## config.mk

```make
export PLATFORM = sky130hd
export DESIGN_NAME = character_display_text_buffer
export DESIGN_NICKNAME = d
export VERILOG_FILES = /design/src/rtl/core/cdtb_pkg.sv /design/src/rtl/core/cdtb_ctrl.sv /design/src/rtl/core/cdtb_datapath.sv /design/src/rtl/core/character_display_text_buffer.sv
export SDC_FILE = /design/constraint.sdc
export NUM_CORES = 2
export LEC_CHECK = 0
export BUFFER_PORTS_ARGS = -buffer_cell sky130_fd_sc_hd__buf_2
export CAP_MARGIN = 20
export CORE_UTILIZATION = 40
export DETAILED_ROUTE_END_ITERATION = 10
export SYNTH_ARGS = -nofsm -noshare
export SYNTH_HDL_FRONTEND = slang
export SYNTH_SLANG_ARGS = --single-unit
```

## constraint.sdc

```tcl
create_clock -name clk -period 10.1 [get_ports clk]
set_input_delay 1.515 -clock clk [delete_from_list [all_inputs] [get_ports clk]]
set_output_delay 1.515 -clock clk [all_outputs]
set_load 0.01 [all_outputs]
```

## src/rtl/core/cdtb_pkg.sv

```systemverilog
// Shared definitions for the character display text buffer: geometry,
// opcodes, character codes and the controller/datapath interface structs.
// No dependencies.
package cdtb_pkg;

  localparam int MAX_COLUMNS = 32;
  localparam int MAX_ROWS    = 4;
  localparam int COL_W       = $clog2(MAX_COLUMNS);
  localparam int ROW_W       = $clog2(MAX_ROWS);
  localparam int ADDR_W      = COL_W + ROW_W;
  localparam int CELL_COUNT  = MAX_COLUMNS * MAX_ROWS;

  // Command opcodes
  localparam logic [2:0] OP_WRITE     = 3'd0;
  localparam logic [2:0] OP_SET       = 3'd1;
  localparam logic [2:0] OP_CLEAR     = 3'd2;
  localparam logic [2:0] OP_HOME      = 3'd3;
  localparam logic [2:0] OP_SCROLL_L  = 3'd4;
  localparam logic [2:0] OP_SCROLL_R  = 3'd5;
  localparam logic [2:0] OP_READ      = 3'd6;

  // Character codes
  localparam logic [7:0] CH_NEWLINE = 8'h0A;
  localparam logic [7:0] CH_RETURN  = 8'h0D;
  localparam logic [7:0] CH_SPACE   = 8'h20;

  // Configuration register indexes (address bit 2)
  localparam logic REG_COLUMNS = 1'b0;
  localparam logic REG_ROWS    = 1'b1;

  typedef struct packed {
    logic latch_cmd;
    logic exec;
    logic sweep_init;
    logic sweep_step;
    logic load_out;
  } cdtb_cmd_t;

  typedef struct packed {
    logic op_sweep;
    logic sweep_done;
  } cdtb_status_t;

endpackage

```

## src/rtl/core/cdtb_ctrl.sv

```systemverilog
// Sequencer for the text buffer: accepts a command, runs it, hands the
// result to the output register. Depends on cdtb_pkg.
module cdtb_ctrl (
  input  logic                  clk,
  input  logic                  rst,
  input  logic                  s_axis_tvalid,
  output logic                  s_axis_tready,
  output logic                  m_axis_tvalid,
  input  logic                  m_axis_tready,
  input  cdtb_pkg::cdtb_status_t status,
  output cdtb_pkg::cdtb_cmd_t    cmd
);
  import cdtb_pkg::*;

  typedef enum logic [3:0] {
    ST_IDLE   = 4'b0001,
    ST_EXEC   = 4'b0010,
    ST_SWEEP  = 4'b0100,
    ST_DONE   = 4'b1000
  } state_t;

  state_t state, state_next;
  logic   out_valid;
  logic   out_free;

  assign out_free      = !out_valid || m_axis_tready;
  assign s_axis_tready = (state == ST_IDLE);
  assign m_axis_tvalid = out_valid;

  always_comb begin
    state_next = state;
    cmd        = '0;
    case (state)
      ST_IDLE: begin
        if (s_axis_tvalid) begin
          cmd.latch_cmd = 1'b1;
          state_next    = ST_EXEC;
        end
      end
      ST_EXEC: begin
        cmd.exec = 1'b1;
        if (status.op_sweep) begin
          cmd.sweep_init = 1'b1;
          state_next     = ST_SWEEP;
        end else begin
          state_next = ST_DONE;
        end
      end
      ST_SWEEP: begin
        cmd.sweep_step = 1'b1;
        if (status.sweep_done) state_next = ST_DONE;
      end
      ST_DONE: begin
        if (out_free) begin
          cmd.load_out = 1'b1;
          state_next   = ST_IDLE;
        end
      end
      default: state_next = ST_IDLE;
    endcase
  end

  always_ff @(posedge clk) begin
    if (rst) begin
      state     <= ST_IDLE;
      out_valid <= 1'b0;
    end else begin
      state <= state_next;
      if (cmd.load_out) out_valid <= 1'b1;
      else if (m_axis_tready) out_valid <= 1'b0;
    end
  end

endmodule

```

## src/rtl/core/cdtb_datapath.sv

```systemverilog
// Datapath of the text buffer: command latch, cursor, cell memory with
// valid bits, sweep counters for scroll and clear, and result register.
// Depends on cdtb_pkg.
module cdtb_datapath (
  input  logic                        clk,
  input  logic                        rst,
  input  cdtb_pkg::cdtb_cmd_t          cmd,
  output cdtb_pkg::cdtb_status_t       status,
  input  logic [5:0]                  cfg_columns,
  input  logic [2:0]                  cfg_rows,
  input  logic [2:0]                  opcode,
  input  logic [7:0]                  char_code,
  input  logic [7:0]                  column,
  input  logic [7:0]                  line,
  output logic [7:0]                  cell_value,
  output logic [cdtb_pkg::COL_W-1:0]  cursor_column,
  output logic [cdtb_pkg::ROW_W-1:0]  cursor_line
);
  import cdtb_pkg::*;

  // Latched command
  logic [2:0] op;
  logic [7:0] ch;
  logic [7:0] col_in;
  logic [7:0] line_in;

  // Cursor
  logic [COL_W-1:0] cur_col;
  logic [ROW_W-1:0] cur_row;

  // Cell store
  logic [7:0]      text_mem [CELL_COUNT];
  logic            cell_valid [CELL_COUNT];
  logic [7:0]      mem_q;
  logic            vld_q;
  logic [7:0]      rd_data;
  logic            rd_en;
  logic [ADDR_W-1:0] rd_addr;
  logic            wr_en;
  logic [ADDR_W-1:0] wr_addr;
  logic [7:0]      wr_data;

  // Sweep
  logic [5:0]       k;
  logic [ROW_W-1:0] srow;
  logic [7:0]       keep;

  // Effective geometry
  logic [5:0] eff_cols;
  logic [2:0] eff_rows;
  logic [5:0] cols_m1;
  logic [2:0] rows_m1;
  logic [COL_W-1:0] clamp_col;
  logic [ROW_W-1:0] clamp_row;

  // Write-char cursor math
  logic [5:0] nc;
  logic [2:0] nr;
  logic       do_store;

  logic       scroll_left;
  logic       row_end;
  logic [5:0] rd_col6;
  logic [5:0] wr_col6;

  always_comb begin
    if (cfg_columns == 6'd0) eff_cols = 6'd1;
    else if (cfg_columns > 6'(MAX_COLUMNS)) eff_cols = 6'(MAX_COLUMNS);
    else eff_cols = cfg_columns;
    if (cfg_rows == 3'd0) eff_rows = 3'd1;
    else if (cfg_rows > 3'(MAX_ROWS)) eff_rows = 3'(MAX_ROWS);
    else eff_rows = cfg_rows;
  end

  assign cols_m1   = eff_cols - 6'd1;
  assign rows_m1   = eff_rows - 3'd1;
  assign clamp_col = (col_in > {2'b00, cols_m1}) ? cols_m1[COL_W-1:0] : col_in[COL_W-1:0];
  assign clamp_row = (line_in > {5'b00000, rows_m1}) ? rows_m1[ROW_W-1:0]
                                                     : line_in[ROW_W-1:0];

  // Cursor advance for a written byte, with the wrap checks
  always_comb begin
    nc       = {1'b0, cur_col};
    nr       = {1'b0, cur_row};
    do_store = 1'b0;
    if (ch == CH_NEWLINE) begin
      nc = 6'd0;
      nr = nr + 3'd1;
    end else if (ch == CH_RETURN) begin
      nc = 6'd0;
    end else if (({1'b0, cur_col} < eff_cols) && ({1'b0, cur_row} < eff_rows)) begin
      do_store = 1'b1;
      nc       = nc + 6'd1;
    end
    if (nc >= eff_cols) begin
      nc = 6'd0;
      nr = nr + 3'd1;
    end
    if (nr >= eff_rows) nr = 3'd0;
  end

  // Sweep addressing: scroll reads column k in sweep order and writes two
  // steps behind; clear writes a space at column k
  assign scroll_left = (op == OP_SCROLL_L);
  assign row_end     = (k == eff_cols + 6'd1);
  assign rd_col6     = scroll_left ? k : (cols_m1 - k);
  always_comb begin
    if (row_end) wr_col6 = scroll_left ? cols_m1 : 6'd0;
    else wr_col6 = scroll_left ? (k - 6'd2) : (eff_cols + 6'd1 - k);
  end

  assign status.op_sweep   = (op == OP_SCROLL_L) || (op == OP_SCROLL_R) || (op == OP_CLEAR);
  assign status.sweep_done = row_end && (srow == rows_m1[ROW_W-1:0]);

  // Memory port muxing
  always_comb begin
    rd_en      = 1'b0;
    rd_addr    = {clamp_row, clamp_col};
    wr_en      = 1'b0;
    wr_addr    = {cur_row, cur_col};
    wr_data    = ch;
    if (cmd.exec) begin
      case (op)
        OP_WRITE: wr_en = do_store;
        OP_READ:  rd_en = 1'b1;
        default:  ;
      endcase
    end else if (cmd.sweep_step) begin
      rd_addr = {srow, rd_col6[COL_W-1:0]};
      wr_addr = {srow, wr_col6[COL_W-1:0]};
      if (op == OP_CLEAR) begin
        wr_en   = (k < eff_cols);
        wr_addr = {srow, k[COL_W-1:0]};
        wr_data = CH_SPACE;
      end else begin
        rd_en = (k < eff_cols);
        if (row_end) begin
          wr_en   = 1'b1;
          wr_data = keep;
        end else begin
          wr_en   = (k >= 6'd2);
          wr_data = rd_data;
        end
      end
    end
  end

  assign rd_data = vld_q ? mem_q : CH_SPACE;

  always_ff @(posedge clk) begin
    if (wr_en) text_mem[wr_addr] <= wr_data;
    if (rd_en) mem_q <= text_mem[rd_addr];
  end

  // Valid bits: an entry never written since reset reads as a space
  always_ff @(posedge clk) begin
    if (rst) begin
      for (int i = 0; i < CELL_COUNT; i++) cell_valid[i] <= 1'b0;
      vld_q <= 1'b0;
    end else begin
      if (rd_en) vld_q <= cell_valid[rd_addr];
      if (wr_en) cell_valid[wr_addr] <= 1'b1;
    end
  end

  // Command latch and result register
  always_ff @(posedge clk) begin
    if (cmd.latch_cmd) begin
      op      <= opcode;
      ch      <= char_code;
      col_in  <= column;
      line_in <= line;
    end
    if (cmd.load_out) begin
      cell_value    <= (op == OP_READ) ? rd_data : 8'd0;
      cursor_column <= cur_col;
      cursor_line   <= cur_row;
    end
    if (cmd.sweep_step && (k == 6'd1)) keep <= rd_data;
  end

  // Cursor and sweep counters
  always_ff @(posedge clk) begin
    if (rst) begin
      cur_col <= '0;
      cur_row <= '0;
      k       <= '0;
      srow    <= '0;
    end else begin
      if (cmd.exec) begin
        case (op)
          OP_WRITE: begin
            cur_col <= nc[COL_W-1:0];
            cur_row <= nr[ROW_W-1:0];
          end
          OP_SET: begin
            cur_col <= clamp_col;
            cur_row <= clamp_row;
          end
          OP_CLEAR, OP_HOME: begin
            cur_col <= '0;
            cur_row <= '0;
          end
          default: ;
        endcase
      end
      if (cmd.sweep_init) begin
        k    <= '0;
        srow <= '0;
      end else if (cmd.sweep_step) begin
        if (row_end) begin
          k    <= '0;
          srow <= srow + ROW_W'(1);
        end else begin
          k <= k + 6'd1;
        end
      end
    end
  end

endmodule

```

## src/rtl/core/character_display_text_buffer.sv

```systemverilog
// Top level of the character display text buffer: configuration registers,
// stream packing, controller and datapath. Depends on cdtb_pkg, cdtb_ctrl,
// cdtb_datapath.
//
//   Channel   Dir  Handshake               Content
//   s_axis    in   tvalid/tready           one command beat
//   m_axis    out  tvalid/tready           one result beat per command
//   apb       in   psel/penable/pready     active_columns (0x0), active_rows (0x4)
//
// Sequence: a command is accepted in idle, runs in execute and waits in done
// until the output register is free; the result is loaded as the controller
// returns to idle. Scroll and clear add a sweep state, paced by the single
// write and single read port of the cell memory, which the sweep walks one
// cell per cycle.
// Reset: synchronous, active high; the cursor goes home and every cell
// reads as a space through its valid bit. No clearing pass is needed.
// Stalls: a result waits in the output register while the next command is
// accepted; that command holds in its final state until the register frees.
module character_display_text_buffer (
  input  logic        clk,
  input  logic        rst,
  // s_axis_tdata, from bit 0: opcode[2:0], char_code[10:3], column[18:11],
  // line[26:19], zero fill [31:27]
  input  logic        s_axis_tvalid,
  output logic        s_axis_tready,
  input  logic [31:0] s_axis_tdata,
  // m_axis_tdata, from bit 0: cell_value[7:0], cursor_column[12:8],
  // cursor_line[14:13], zero fill [15]
  output logic        m_axis_tvalid,
  input  logic        m_axis_tready,
  output logic [15:0] m_axis_tdata,
  input  logic        psel,
  input  logic        penable,
  input  logic        pwrite,
  input  logic [2:0]  paddr,
  input  logic [31:0] pwdata,
  output logic [31:0] prdata,
  output logic        pready
);
  import cdtb_pkg::*;

  logic [5:0] active_columns;
  logic [2:0] active_rows;
  logic       reg_write;
  logic       reg_sel;

  cdtb_cmd_t    cmd;
  cdtb_status_t status;

  logic [7:0]       cell_value;
  logic [COL_W-1:0] cursor_column;
  logic [ROW_W-1:0] cursor_line;

  // Registers are word-spaced; decode on the word index only
  assign pready    = 1'b1;
  assign reg_sel   = paddr[2];
  assign reg_write = psel && penable && pwrite && pready;

  always_ff @(posedge clk) begin
    if (rst) begin
      active_columns <= 6'd16;
      active_rows    <= 3'd2;
    end else if (reg_write) begin
      case (reg_sel)
        REG_COLUMNS: active_columns <= pwdata[5:0];
        REG_ROWS:    active_rows    <= pwdata[2:0];
        default:     ;
      endcase
    end
  end

  always_comb begin
    case (reg_sel)
      REG_COLUMNS: prdata = {26'd0, active_columns};
      REG_ROWS:    prdata = {29'd0, active_rows};
      default:     prdata = 32'd0;
    endcase
  end

  cdtb_ctrl u_ctrl (
    .clk           (clk),
    .rst           (rst),
    .s_axis_tvalid (s_axis_tvalid),
    .s_axis_tready (s_axis_tready),
    .m_axis_tvalid (m_axis_tvalid),
    .m_axis_tready (m_axis_tready),
    .status        (status),
    .cmd           (cmd)
  );

  // Unpack the command beat straight into the datapath latch
  cdtb_datapath u_datapath (
    .clk           (clk),
    .rst           (rst),
    .cmd           (cmd),
    .status        (status),
    .cfg_columns   (active_columns),
    .cfg_rows      (active_rows),
    .opcode        (s_axis_tdata[2:0]),
    .char_code     (s_axis_tdata[10:3]),
    .column        (s_axis_tdata[18:11]),
    .line          (s_axis_tdata[26:19]),
    .cell_value    (cell_value),
    .cursor_column (cursor_column),
    .cursor_line   (cursor_line)
  );

  // Pack the result beat; the top bit is fill
  assign m_axis_tdata = {1'b0, cursor_line, cursor_column, cell_value};

endmodule

```

==> flow_metrics.py <==
metrics = {
    "finish": {
        "n_fill_cell": 11800,
        "layout-drive-gt1-share": 0.0866,
        "mostFrequentLayoutCell": "sky130_fd_sc_hd__edfxtp_1",
        "mostFrequentLayoutCells": "1082 x sky130_fd_sc_hd__edfxtp_1, 1066 x sky130_fd_sc_hd__nand2_1, 462 x sky130_fd_sc_hd__nand3_1, 336 x sky130_fd_sc_hd__nor2_1, 231 x sky130_fd_sc_hd__a21oi_1",
        "area.growth.synth_to_final_pct": 11.5,
        "num_antenna_cells": 0,
        "fin_nets": 4560,
        "finalCoreUtilization": 0.450,
    },
    "power_and_ir_drop": {
        "internal_power_mw": 8.82,
        "power_frac_seq": 0.475,
        "cellLeakagePower_nw": 19.7,
        "power.share.combinational": 0.132,
        "power.density_cell_area_nw_per_um2": 206,
        "p_sw_frac": 0.267,
        "power.clock.fraction": 0.393,
        "p_switching_mw": 3.22,
        "vdd.ir_drop.worst_v": 0.000104,
    },
    "timing": {
        "timing.final.crit_share": 0.736,
        "final_period_minus_worst_setup_slack_ns": 7.43,
        "setup_violations": 0,
        "report.final.hold_viol_count": 0,
        "maxSlewViolCount": 0,
        "slew_headroom": 0.212,
        "grt_setup_unrepaired": "no",
        "timing.setup.tns_ns": 0,
        "worst_hold_slack_ns": 0.463,
        "max_freq_ghz": 0.135,
        "postLayoutSetupSlackWorst_ns": 2.67,
        "clock-skew-final_ns": 0.0307,
        "tightest_slew_ns": 1.18,
    },
    "synthesis": {
        "synth.ff_latch_count": 1240,
        "synthArstFlopShare": 0,
        "synth_edf_count": 1082,
        "synth_ff_type": "sky130_fd_sc_hd__edfxtp_1",
        "synth.yosys.seq_area_share": 0.681,
        "netlist_instances": 4461,
        "syn_avg_cell_area_um2": 11.7,
        "yosys_warnings": 0,
        "mappedNetlistArea_um2": 52400,
        "synth_cell_types": 83,
    },
    "worst_setup_path": {
        "critPathMaxFanout": 18,
        "critical_path_required_ns": 10.57,
        "crit_path_end_kind": "flop",
        "setup.worst_path.start_class": "flop",
        "cp.arrival_ns": 7.91,
        "worstSetupPathType": "flop to flop",
    },
    "cts": {
        "clockBufferDepth": 3,
        "clock-sinks": 1240,
        "clockRootBuffer": "sky130_fd_sc_hd__clkbuf_16",
        "post-cts-setup-buffer-count": 0,
        "post_cts.resized_instances": 0,
        "clock_insertion_delay_worst_skew_ns": 0.76,
        "count_of_hold_fix_buffers_inserted_at_cts": 0,
        "cts_htree_levels": 4,
        "tritoncts_clock_tree": "yes",
        "clk_pin_slew_worst_paths_ns": 0.06,
        "cts_buffers": 132,
    },
    "global_routing": {
        "global_route.usage.total": 0.210,
        "groute.layer.met2.usage": 0.323,
        "first_global_vias": 32800,
        "wire_length_of_the_first_global_routing_pass_mm": 211,
        "grt.met3_usage": 0.0354,
        "pin_count_of_the_biggest_net_entering_global_routing": 173,
        "grt_busiest_layer": "met2",
        "grt-ovfl-total": 0,
        "global_route.usage.met1": 0.301,
        "initial_antenna_violation_count": 4,
    },
    "floorplan": {
        "start_util": 0.404,
        "die_x_um": 364,
        "num_rows": 132,
        "floorplan.die_area_um2": 132000,
        "floorplan.die.height_um": 364,
        "core_region_area_um2": 130000,
        "top_level_ports": 125,
    },
    "detailed_routing": {
        "final_antenna_net_count": 0,
        "routed_wl_mm": 140,
        "post_drt_via_cell_ratio": 5.54,
        "remaining_drc_errors": 0,
        "total_number_of_vias": 34800,
        "route.detailed.wl_per_inst_um": 22.2,
        "drt_first_pass_iters": 5,
        "drt_iter0_drc": 3988,
    },
    "placement": {
        "portBuffers": 63,
        "detailedPlace.worstSlack_ns": 2.88,
        "place_congestion": 0.855,
        "hpwlAfterDp_mm": 83.3,
    },
    "run": {
        "maximum_capacitance_violations": 0,
    },
    "outcome": {
        "run_status": "finished, final reports clean",
    },
    "hold_path": {
        "hold_class": "flop to flop",
    },
}
==> metal layers <==
| layer | up-vias | routed length (um) |
|---|---|---|
| li1 | 16200 | - |
| met2 | 1317 | 63600 |
| met3 | 226 | 10600 |
| met1 | 17100 | 61400 |
| met4 | 0 | 4080 |
| met5 | - | 0 |
==> power by group through the flow <==
stage	logic [mW]	registers, mW	clock network [mW]
2_1_floorplan	1.02	5.87	0
3_3_place_gp	1.57	5.83	0
3_5_place_dp	1.58	5.83	0
4_1_cts	1.59	5.72	4.80
5_1_grt	1.72	5.72	5.00
6_report	1.59	5.72	4.73
==> cell type report <==
type	count	area [um^2]	share of cell area
repair buffers	148	1070	0.0183
well taps	1742	2180	0.0373
clock buffers	168	3560	0.0610
inverters	35	131	0.00225
multi-input cells	2880	15200	0.260
clock inverters	68	618	0.0106
flip-flops and latches	1240	35700	0.610
==> through the flow <==
stage / area (um^2) / cells / power (mW)
6_report: 58400 / 6281 / 12.0
5_1_grt: 58400 / 6281 / 12.4
4_1_cts: 58400 / 6281 / 12.1
3_5_place_dp: 54200 / 6045 / 7.41
3_3_place_gp: 54200 / 6045 / 7.39
2_1_floorplan: 52500 / 4488 / 6.89
==> synthesized netlist by cell type (all sizes together) (12+ instances only) <==
cell / number / area (um^2)
nor2b: 13 / 81.3
inv: 35 / 131
nor3: 28 / 160
clkbuf: 116 / 435
nand3: 463 / 2320
nor4b: 52 / 462
edfxtp: 1082 / 32500
nor2: 338 / 1270
a22oi: 19 / 143
buf: 217 / 1260
ha: 47 / 588
xnor2: 18 / 158
nand2b: 13 / 81.3
a21boi: 24 / 184
nor4: 48 / 328
a31oi: 53 / 332
nand2: 1066 / 4000
o22ai: 12 / 75.1
mux2i: 29 / 290
dfxtp: 158 / 3160
a21oi: 233 / 1170
or3: 15 / 93.8
and2: 19 / 119
a211oi: 120 / 906
a311oi: 66 / 578
a21o: 13 / 97.6
o21ai: 31 / 159
==> worst max-delay path, cell delays in order, from the launching register on <==
cell and delay, ns:
sky130_fd_sc_hd__dfxtp_1 0.41, sky130_fd_sc_hd__nor4_1 0.30, sky130_fd_sc_hd__nor2_1 0.08, sky130_fd_sc_hd__nor2_2 0.46
sky130_fd_sc_hd__inv_1 0.22, sky130_fd_sc_hd__ha_1 0.31, sky130_fd_sc_hd__xnor2_1 0.51, sky130_fd_sc_hd__inv_1 0.13
sky130_fd_sc_hd__ha_1 0.31, sky130_fd_sc_hd__and4_1 0.22, sky130_fd_sc_hd__nand2b_1 0.19, sky130_fd_sc_hd__a21oi_1 0.42
sky130_fd_sc_hd__nor4_1 0.15, sky130_fd_sc_hd__nor3_2 0.79, sky130_fd_sc_hd__nand2_1 0.81, sky130_fd_sc_hd__nor3_1 0.95
sky130_fd_sc_hd__a21boi_1 0.33, sky130_fd_sc_hd__a2111oi_0 0.18, sky130_fd_sc_hd__nand4_1 0.30, sky130_fd_sc_hd__nor3_1 0.07
==> path summary, 6_finish.rpt <==
path	start	end	slack (ns)	depth (start not counted)
worst min-delay path	u_datapath.cell_valid[111]$_DFF_P_	u_datapath.cell_valid[111]$_DFF_P_	0.46	2
worst min register to register	u_datapath.cell_valid[111]$_DFF_P_	u_datapath.cell_valid[111]$_DFF_P_	0.46	2
worst max-delay path	active_columns[2]$_SDFFE_PP0P_	u_datapath.mem_q[6]$_DFFE_PP_	2.67	19
worst max register to register	active_columns[2]$_SDFFE_PP0P_	u_datapath.mem_q[6]$_DFFE_PP_	2.67	19
==> cells by family (layout without fill, tap and decap cells) <==
kind of cell	Yosys count	in the layout	synth area share
AO/OA/AOI/OAI	631	631	0.0796
XOR/XNOR	28	28	0.00468
adder cells (fa/ha/maj)	49	49	0.0120
buffers and inverters	368	419	0.0349
flip-flops	1240	1240	0.681
multiplexers	45	45	0.0114
other	2	29	0.000143
AND/OR/NAND/NOR	2098	2098	0.176
==> registers in the layout, summed over array words and instances, names as in the netlist <==
signal	cells
u_datapath.text_mem	1024
u_datapath.cursor_line	2
u_ctrl.m_axis_tvalid	1
u_datapath.cell_valid	128
u_ctrl.state	4
u_datapath.cursor_column	5
u_datapath.col_in	8
active_rows	3
active_columns	6
u_datapath.srow	2
u_datapath.op	3
u_datapath.mem_q	8
u_datapath.cur_row	2
u_datapath.k	6
u_datapath.ch	8
u_datapath.line_in	8
u_datapath.cur_col	5
u_datapath.vld_q	1
u_datapath.keep	8
u_datapath.cell_value	8
(Power assumes the default switching activity.)
